### config.mk
export PLATFORM = sky130hd
export DESIGN_NAME = xml_entity_unescape_stream_core_flat
export DESIGN_NICKNAME = d
export VERILOG_FILES = /design/src/rtl/xeu_pkg.sv /design/src/rtl/xeu_in_if.sv /design/src/rtl/xeu_out_if.sv /design/src/rtl/xeu_front.sv /design/src/rtl/xeu_fifo.sv /design/src/rtl/xeu_back.sv /design/src/rtl/xml_entity_unescape_stream_core.sv /design/src/flat_wrapper.sv
export SDC_FILE = /design/constraint.sdc
export NUM_CORES = 1
export LEC_CHECK = 0
export BUFFER_PORTS_ARGS = -buffer_cell sky130_fd_sc_hd__buf_2
export CORE_ASPECT_RATIO = 0.5
export CORE_MARGIN = 8
export CORE_UTILIZATION = 39
export DETAILED_ROUTE_END_ITERATION = 8
export HOLD_SLACK_MARGIN = 0.12
export SYNTH_ARGS = -nofsm -noshare
export SYNTH_HDL_FRONTEND = slang
export SYNTH_SLANG_ARGS = --single-unit
### constraint.sdc
create_clock -name clk -period 14.6 [get_ports clk]
set_input_delay 2.92 -clock clk [delete_from_list [all_inputs] [get_ports clk]]
set_output_delay 2.92 -clock clk [all_outputs]
set_load 0.005 [all_outputs]
### src/rtl/xeu_pkg.sv
// Shared types and entity tables for the XML entity unescape stream core.
`default_nettype none
package xeu_pkg;

	localparam int HELD_DEPTH  = 5;
	localparam int MAX_RESULTS = 6;
	localparam int ENT_COUNT   = 4;

	localparam logic [7:0] CH_AMP  = 8'h26;
	localparam logic [7:0] CH_SEMI = 8'h3b;
	localparam logic [7:0] CH_LT   = 8'h3c;
	localparam logic [7:0] CH_GT   = 8'h3e;
	localparam logic [7:0] CH_QUOT = 8'h22;
	localparam logic [7:0] CH_A    = 8'h61;
	localparam logic [7:0] CH_M    = 8'h6d;
	localparam logic [7:0] CH_P    = 8'h70;
	localparam logic [7:0] CH_L    = 8'h6c;
	localparam logic [7:0] CH_T    = 8'h74;
	localparam logic [7:0] CH_G    = 8'h67;
	localparam logic [7:0] CH_Q    = 8'h71;
	localparam logic [7:0] CH_U    = 8'h75;
	localparam logic [7:0] CH_O    = 8'h6f;

	typedef logic [7:0] xeu_byte_t;
	typedef logic [2:0] xeu_cnt_t;

	// entity spellings, padded with zero past their size
	localparam xeu_byte_t ENT_TEXT [ENT_COUNT][MAX_RESULTS] = '{
		'{CH_AMP, CH_A, CH_M, CH_P, CH_SEMI, 8'h00},
		'{CH_AMP, CH_L, CH_T, CH_SEMI, 8'h00, 8'h00},
		'{CH_AMP, CH_G, CH_T, CH_SEMI, 8'h00, 8'h00},
		'{CH_AMP, CH_Q, CH_U, CH_O, CH_T, CH_SEMI}
	};
	localparam xeu_cnt_t  ENT_SIZE [ENT_COUNT] = '{3'd5, 3'd4, 3'd4, 3'd6};
	localparam xeu_byte_t ENT_CHAR [ENT_COUNT] = '{CH_AMP, CH_LT, CH_GT, CH_QUOT};

	// one step's worth of output bytes, handed from front to back
	typedef struct packed {
		logic [MAX_RESULTS-1:0][7:0] bytes;
		xeu_cnt_t                    count;
		logic                        last;
	} xeu_cmd_t;

endpackage
`default_nettype wire

### src/rtl/xeu_in_if.sv
// Input channel of raw escaped bytes.
`default_nettype none
interface xeu_in_if;
	logic       valid;
	logic       ready;
	logic [7:0] in_byte;
	logic       in_last;

	modport source (output valid, output in_byte, output in_last, input ready);
	modport sink (input valid, input in_byte, input in_last, output ready);
endinterface
`default_nettype wire

### src/rtl/xeu_out_if.sv
// Output channel of unescaped bytes.
`default_nettype none
interface xeu_out_if;
	logic       valid;
	logic       ready;
	logic [7:0] out_byte;
	logic       out_last;

	modport source (output valid, output out_byte, output out_last, input ready);
	modport sink (input valid, input out_byte, input out_last, output ready);
endinterface
`default_nettype wire

### src/rtl/xeu_front.sv
// Front end: matches input bytes against the entities and builds output commands.
`default_nettype none
module xeu_front import xeu_pkg::*; (
	input  wire logic      clk,
	input  wire logic      arst_n,
	xeu_in_if.sink         raw,
	input  wire logic      cmd_ready,
	output logic           cmd_valid,
	output xeu_cmd_t       cmd
);

	xeu_byte_t held_q [HELD_DEPTH];
	xeu_cnt_t  held_cnt_q;

	xeu_byte_t cand [MAX_RESULTS];
	xeu_cnt_t  len;
	logic      full;
	logic      prefix;
	xeu_byte_t full_char;
	logic      accept;

	always_comb begin
		logic mism;
		full      = 1'b0;
		prefix    = 1'b0;
		full_char = CH_AMP;
		len       = 3'(held_cnt_q + 3'd1);
		for (int i = 0; i < HELD_DEPTH; i++) begin
			if (3'(i) < held_cnt_q)
				cand[i] = held_q[i];
			else
				cand[i] = raw.in_byte;
		end
		cand[HELD_DEPTH] = raw.in_byte;
		for (int k = 0; k < ENT_COUNT; k++) begin
			mism = 1'b0;
			for (int i = 0; i < MAX_RESULTS; i++) begin
				if (3'(i) < len && cand[i] != ENT_TEXT[k][i])
					mism = 1'b1;
			end
			if (!mism && len <= ENT_SIZE[k]) begin
				if (len == ENT_SIZE[k]) begin
					full      = 1'b1;
					full_char = ENT_CHAR[k];
				end else begin
					prefix = 1'b1;
				end
			end
		end
	end

	assign raw.ready = cmd_ready;
	assign accept    = raw.valid && raw.ready;

	// the emitted bytes are always the candidate run, unless an entity completed
	always_comb begin
		for (int i = 0; i < MAX_RESULTS; i++)
			cmd.bytes[i] = cand[i];
		cmd.last = raw.in_last;
		if (full) begin
			cmd.bytes[0] = full_char;
			cmd.count    = 3'd1;
		end else if (raw.in_last) begin
			cmd.count = len;
		end else if (prefix && held_cnt_q < 3'(HELD_DEPTH)) begin
			cmd.count = 3'd0;
		end else if (raw.in_byte == CH_AMP) begin
			cmd.count = held_cnt_q;
		end else begin
			cmd.count = len;
		end
	end

	assign cmd_valid = accept && cmd.count != 3'd0;

	always_ff @(posedge clk or negedge arst_n) begin
		if (!arst_n) begin
			held_cnt_q <= 3'd0;
		end else if (accept) begin
			if (full || raw.in_last)
				held_cnt_q <= 3'd0;
			else if (prefix && held_cnt_q < 3'(HELD_DEPTH))
				held_cnt_q <= len;
			else if (raw.in_byte == CH_AMP)
				held_cnt_q <= 3'd1;
			else
				held_cnt_q <= 3'd0;
		end
	end

	always_ff @(posedge clk) begin
		if (accept && !full && !raw.in_last) begin
			if (prefix && held_cnt_q < 3'(HELD_DEPTH))
				held_q[held_cnt_q] <= raw.in_byte;
			else if (raw.in_byte == CH_AMP)
				held_q[0] <= CH_AMP;
		end
	end

endmodule
`default_nettype wire

### src/rtl/xeu_fifo.sv
// Short command queue between front and back.
`default_nettype none
module xeu_fifo import xeu_pkg::*; #(
	parameter int DEPTH = 4
) (
	input  wire logic      clk,
	input  wire logic      arst_n,
	input  wire logic      push,
	input  wire xeu_cmd_t  push_data,
	output logic           push_ready,
	input  wire logic      pop,
	output logic           pop_valid,
	output xeu_cmd_t       pop_data
);

	localparam int PTR_W = (DEPTH > 1) ? $clog2(DEPTH) : 1;
	localparam int CNT_W = $clog2(DEPTH + 1);

	xeu_cmd_t           mem_q [DEPTH];
	logic [PTR_W-1:0]   wr_ptr_q;
	logic [PTR_W-1:0]   rd_ptr_q;
	logic [CNT_W-1:0]   fill_q;
	logic               do_push;
	logic               do_pop;

	assign push_ready = fill_q != CNT_W'(DEPTH);
	assign pop_valid  = fill_q != '0;
	assign pop_data   = mem_q[rd_ptr_q];
	assign do_push    = push && push_ready;
	assign do_pop     = pop && pop_valid;

	always_ff @(posedge clk or negedge arst_n) begin
		if (!arst_n) begin
			wr_ptr_q <= '0;
			rd_ptr_q <= '0;
			fill_q   <= '0;
		end else begin
			if (do_push)
				wr_ptr_q <= (wr_ptr_q == PTR_W'(DEPTH - 1)) ? '0 : PTR_W'(wr_ptr_q + 1'b1);
			if (do_pop)
				rd_ptr_q <= (rd_ptr_q == PTR_W'(DEPTH - 1)) ? '0 : PTR_W'(rd_ptr_q + 1'b1);
			if (do_push && !do_pop)
				fill_q <= CNT_W'(fill_q + 1'b1);
			else if (do_pop && !do_push)
				fill_q <= CNT_W'(fill_q - 1'b1);
		end
	end

	always_ff @(posedge clk) begin
		if (do_push)
			mem_q[wr_ptr_q] <= push_data;
	end

endmodule
`default_nettype wire

### src/rtl/xeu_back.sv
// Back end: plays each command out one byte per transfer.
`default_nettype none
module xeu_back import xeu_pkg::*; (
	input  wire logic      clk,
	input  wire logic      arst_n,
	input  wire logic      cmd_valid,
	input  wire xeu_cmd_t  cmd,
	output logic           cmd_pop,
	xeu_out_if.source      text
);

	xeu_cmd_t cur_q;
	xeu_cnt_t idx_q;
	logic     busy_q;
	logic     at_end;
	logic     xfer;
	logic     done;

	assign at_end = idx_q == 3'(cur_q.count - 3'd1);
	assign xfer   = busy_q && text.ready;
	assign done   = xfer && at_end;
	assign cmd_pop = (!busy_q || done) && cmd_valid;

	assign text.valid    = busy_q;
	assign text.out_byte = cur_q.bytes[idx_q];
	assign text.out_last = cur_q.last && at_end;

	always_ff @(posedge clk or negedge arst_n) begin
		if (!arst_n) begin
			busy_q <= 1'b0;
			idx_q  <= 3'd0;
		end else if (cmd_pop) begin
			busy_q <= 1'b1;
			idx_q  <= 3'd0;
		end else if (done) begin
			busy_q <= 1'b0;
		end else if (xfer) begin
			idx_q <= 3'(idx_q + 3'd1);
		end
	end

	always_ff @(posedge clk) begin
		if (cmd_pop)
			cur_q <= cmd;
	end

endmodule
`default_nettype wire

### src/rtl/xml_entity_unescape_stream_core.sv
// Top level of the XML entity unescape stream core.
//
// Channels: raw carries escaped text bytes (in_byte) with in_last on the final
// byte of a string; text carries unescaped bytes (out_byte) with out_last on the
// final byte of the string. Both are valid/ready, a transfer when both are high.
// The four entities &amp; &lt; &gt; &quot; become & < > and a double quote;
// bytes that start but break an entity pass through unchanged.
// Throughput: one input byte per cycle while the output side keeps pace; an
// input byte that releases k bytes (k from 0 to 6) occupies the output stage
// until all k are transferred. The command queue (QUEUE_DEPTH entries) absorbs
// such bursts, and raw.ready drops only while the queue is full.
// Path: with the queue empty and the output stage idle, the first byte of a
// result is written to the queue at its input transfer and then loaded into the
// output register, from which it is valid on text.
// Reset clears the held-byte count, the queue and the output stage; no clearing
// pass is needed. While the receiver stalls, the output byte holds and the
// front keeps taking input until the queue fills.
`default_nettype none
module xml_entity_unescape_stream_core import xeu_pkg::*; #(
	parameter int QUEUE_DEPTH = 4
) (
	input  wire logic clk,
	input  wire logic arst_n,
	xeu_in_if.sink    raw,
	xeu_out_if.source text
);

	xeu_cmd_t front_cmd;
	xeu_cmd_t queue_cmd;
	logic     front_valid;
	logic     queue_ready;
	logic     queue_valid;
	logic     queue_pop;

	xeu_front u_front (
		.clk       (clk),
		.arst_n    (arst_n),
		.raw       (raw),
		.cmd_ready (queue_ready),
		.cmd_valid (front_valid),
		.cmd       (front_cmd)
	);

	xeu_fifo #(.DEPTH(QUEUE_DEPTH)) u_fifo (
		.clk        (clk),
		.arst_n     (arst_n),
		.push       (front_valid),
		.push_data  (front_cmd),
		.push_ready (queue_ready),
		.pop        (queue_pop),
		.pop_valid  (queue_valid),
		.pop_data   (queue_cmd)
	);

	xeu_back u_back (
		.clk       (clk),
		.arst_n    (arst_n),
		.cmd_valid (queue_valid),
		.cmd       (queue_cmd),
		.cmd_pop   (queue_pop),
		.text      (text)
	);

endmodule
`default_nettype wire

### src/flat_wrapper.sv
// flat-port wrapper written by rule: the top's interface ports become plain ports
module xml_entity_unescape_stream_core_flat import xeu_pkg::*;
#(
	parameter int QUEUE_DEPTH = 4
)
  (clk, arst_n, raw_valid, raw_in_byte, raw_in_last, raw_ready, text_valid, text_out_byte, text_out_last, text_ready);
  xeu_in_if raw_i ();
  xeu_out_if text_i ();
  input  wire logic clk;
  input  wire logic arst_n;
  input wire logic [$bits(raw_i.valid)-1:0] raw_valid;
  input wire logic [$bits(raw_i.in_byte)-1:0] raw_in_byte;
  input wire logic [$bits(raw_i.in_last)-1:0] raw_in_last;
  output wire logic [$bits(raw_i.ready)-1:0] raw_ready;
  output wire logic [$bits(text_i.valid)-1:0] text_valid;
  output wire logic [$bits(text_i.out_byte)-1:0] text_out_byte;
  output wire logic [$bits(text_i.out_last)-1:0] text_out_last;
  input wire logic [$bits(text_i.ready)-1:0] text_ready;
  assign raw_i.valid = raw_valid;
  assign raw_i.in_byte = raw_in_byte;
  assign raw_i.in_last = raw_in_last;
  assign raw_ready = raw_i.ready;
  assign text_valid = text_i.valid;
  assign text_out_byte = text_i.out_byte;
  assign text_out_last = text_i.out_last;
  assign text_i.ready = text_ready;
  xml_entity_unescape_stream_core #(.QUEUE_DEPTH(QUEUE_DEPTH)) u_core (.clk(clk), .arst_n(arst_n), .raw(raw_i), .text(text_i));
endmodule
==> reports/results.md <==
• part of the total power dissipated in sequential elements: 46.2%
• layout cells sized above 1: 22.5%
• number of clock sinks: 314
• Yosys warnings: 0
• x dimension of the die: 275 um
• Die Outline Area: 0.0399 sq mm
• clock tree from TritonCTS: done
• internal power component: 2.05 mW
• Pre-antenna DRT Iters: 5
• overall die height: 145 um
• switching share of power: 31.4%
• relative contribution of combinational cells to total power: 29.2%
• main flop type after synthesis: sky130_fd_sc_hd__edfxtp_1
• number of max-capacitance violations reported: 0
• number of buffers on the longest clock path: 3
• relative contribution of the clock network to total power: 24.5%
• fin. max-slew vios: 0
• Power Dens Cells: 206 mW/mm^2
• number of ports placed on the die boundary: 24
• Detailed Route Iter0 Violations: 601
• critical path endpoint: u_core.u_fifo.mem_q[3][38]
• average instance area after synthesis: 17.8 sq um
• category of the most critical setup path: input port to flop
• number of buffers inserted to repair setup after CTS: 0
• largest net degree at the start of global routing: 56
• number of CTS-inserted buffers: 29
• Post-CTS Hold Buffers: 0
• final wirelength: 29.8 mm
• post_cts resized: 0
• Finish-stage setup viols: 0
• average wire per cell in the routed design: 24.5 um
• final net count: 776
• setup tns final: 0 ns
• worst hold margin: 0.495 ns
• slowest library cell on the worst path: sky130_fd_sc_hd__or4_1
• sum of buffers and inverters on the critical path: 2
• number of global-route vias before repair: 6,813
• Worst setup SP type: input port
• Final Hold Vio Count: 0
• slowest cell delay on critical path: 0.61 ns
• most common cell after layout, fill and taps aside: sky130_fd_sc_hd__edfxtp_1
• RSZ-0062 raised after global routing: false
• Worst Path Max Fanout: 52
• sequential area share after synthesis: 71.7%
• worst path cell trace: buf_2 > or4_1 > or3_1 > a22oi_2 > o2111ai_1 > nor3_1 > nor4_1 > a211oi_2 > and2_2 > buf_4
• reg-to-reg setup timing slack: 9.53 ns
• number of instances in the synthesized netlist: 734
• Post-route DRC: 0
• grt total ovfl: 0
• worst skew pair latency: 0.55 ns
• #FFs+latches synth: 314
• crit end category: flop
• leakage power of the design: 4.72 nW
• antenna violations before repair: 1
• starting density of the core: 39.6%
• number of buffer cells added on primary ports: 23
• number of H-tree branching levels: 1
• data arrival time of the critical path: 6.69 ns
• clock-pin transition on the worst setup and hold timing paths: 0.06 ns
• Reg2Reg Capture Point: u_core.u_front.held_q[2][6]
• total vias in the final route: 6,738
• Antenna Nets Post-Route: 0
• Data required, critical path: 14.77 ns
• result of the run: finished clean
• slew of the pin with the lowest slew margin: 1.18 ns
• DPL Wire Length: 18.9 mm
• switching pwr: 0.939 mW
• reg2reg start: u_core.u_front.held_cnt_q[2]
• Unique masters post-synth: 69
• relative max-transition margin: 21.2%
• most used cells in the layout excluding fill and tap cells: sky130_fd_sc_hd__edfxtp_1, sky130_fd_sc_hd__mux4_2, sky130_fd_sc_hd__nand2_1, sky130_fd_sc_hd__inv_1, sky130_fd_sc_hd__clkbuf_16
• async set or reset register ratio after synthesis: 4.46%
• wire length of the first global-routing pass: 44.8 mm
• final critical-path share of the clock period: 44.6%
• area of the mapped netlist: 0.0131 sq mm
• Final Skew: 0.0185 ns
• Worst Reg2Reg Path Length in Cells: 9
• Area growth, synth to finish: 11.1%
• max frequency: 153 MHz
• Clock Tree Root: sky130_fd_sc_hd__clkbuf_16
• per-cell via count in the routed design: 5.54
• total global routing track utilization: 14.8%
• Crit. Startpoint: raw_in_byte[3]
• peak supply drop: 0.000110 V
• final weighted congestion in routability-driven placement: 0.871
• number of enable flip-flop cells after synthesis: 300
• total number of placement rows: 47
• number of gates on the worst path with buffers counted: 10
• critical path's top delay family: simple AND/OR/NAND/NOR gates
• post-layout minimum cycle time: 6.52 ns
• Hold Crit Class: flop to flop
• Core ar.: 0.0330 sq mm
• synthesized netlist net count: 758
metal layers:
metal  wire, um  global-route usage, %  part of all wire (%)  up-vias
met2      13000                   21.8                    44      242
met1      13600                   21.8                    46     3504
li1           -                      -                     -     2956
met5          0                      0                     0        -
met4        510                   3.00                   1.7        0
met3       2650                   4.02                   8.9       36
worst min path at each step:
stage	start	endpoint	slack (ns)	cells after the start
CTS	u_core.u_fifo.fill_q[2]	u_core.u_fifo.fill_q[2]	0.49	1
finish	u_core.u_fifo.fill_q[2]	u_core.u_fifo.fill_q[2]	0.50	1
global placement	u_core.u_fifo.fill_q[2]	u_core.u_fifo.fill_q[2]	0.48	1
floorplan	u_core.u_fifo.fill_q[2]	u_core.u_fifo.fill_q[2]	0.46	1
detailed placement	u_core.u_fifo.fill_q[2]	u_core.u_fifo.fill_q[2]	0.49	1
global route	u_core.u_fifo.fill_q[2]	u_core.u_fifo.fill_q[2]	0.50	1
final cells by class:
cell class	count	area (sq um)
clock buffer	38	759
inverter	31	116
multi-input combinational	342	3350
antenna	1	2.50
sequential	314	9360
timing repair buffer	34	198
fill	2814	18500
tap	441	552
clock inverter	15	154
per-stage QoR:
| stage | cell area [sq um] | utilization, % | setup slack, ns | cells | power, mW |
|---|---|---|---|---|---|
| after global placement | 13600 | 41.2 | 7.60 | 1162 | 2.27 |
| final | 14500 | 44.0 | 8.08 | 1216 | 2.99 |
| after detailed placement | 13600 | 41.2 | 7.55 | 1162 | 2.29 |
| after global routing | 14500 | 44.0 | 7.85 | 1216 | 3.14 |
| after CTS | 14500 | 43.9 | 8.12 | 1215 | 3.02 |
| after floorplan | 13100 | - | 7.72 | 734 | 1.99 |
sequential cells by signal, indices dropped and copies added, names as in the netlist:
name,cells
u_core.u_fifo.wr_ptr_q,2
u_core.u_fifo.mem_q,208
u_core.u_fifo.rd_ptr_q,2
u_core.u_fifo.fill_q,3
u_core.u_front.held_q,40
u_core.u_back.text.valid,1
u_core.u_back.cur_q,52
u_core.u_front.held_cnt_q,3
u_core.u_back.idx_q,3
kinds of logic after synthesis:
kind of cell               after synthesis  synth area share, %
DFF                                    314                 71.7
and+or+nand+nor                        153                 6.60
muxes                                   98                 13.6
buffers and inverters                   78                 2.71
AOI/OAI and AO/OA                       73                 3.82
adders and majority gates               11                 1.11
xor gates and xnor gates                 7                0.470
Yosys cell counts, drive strengths merged, types with 3 or more instances:
library cell | instances | area (sq um)
edfxtp | 300 | 9010
mux4 | 60 | 1350
nand2 | 54 | 203
clkbuf | 31 | 116
inv | 31 | 116
mux2 | 24 | 270
o21ai | 17 | 92.6
buf | 16 | 121
a21oi | 14 | 70.1
dfrtp | 14 | 350
mux2i | 14 | 153
nor2 | 14 | 52.6
nor4 | 12 | 93.8
nor3 | 11 | 65.1
ha | 10 | 125
o22ai | 9 | 56.3
or3 | 9 | 56.3
a31oi | 6 | 43.8
nand2b | 6 | 37.5
nand3 | 6 | 30.0
nand3b | 6 | 45.0
and2 | 5 | 31.3
nor2b | 5 | 31.3
or4 | 5 | 41.3
xor2 | 5 | 43.8
nand4 | 4 | 25.0
nor4b | 4 | 41.3
nor4bb | 4 | 40.0
a21boi | 3 | 22.5
o32ai | 3 | 26.3
power by group through the flow:
stage	Combinational (mW)	Clock [mW]	Sequential (mW)
after floorplan	0.640	0	1.35
after global placement	0.879	0	1.39
after detailed placement	0.887	0	1.40
after CTS	0.888	0.747	1.39
after global routing	0.955	0.781	1.40
final	0.875	0.734	1.38
(Power assumes the default switching activity.)
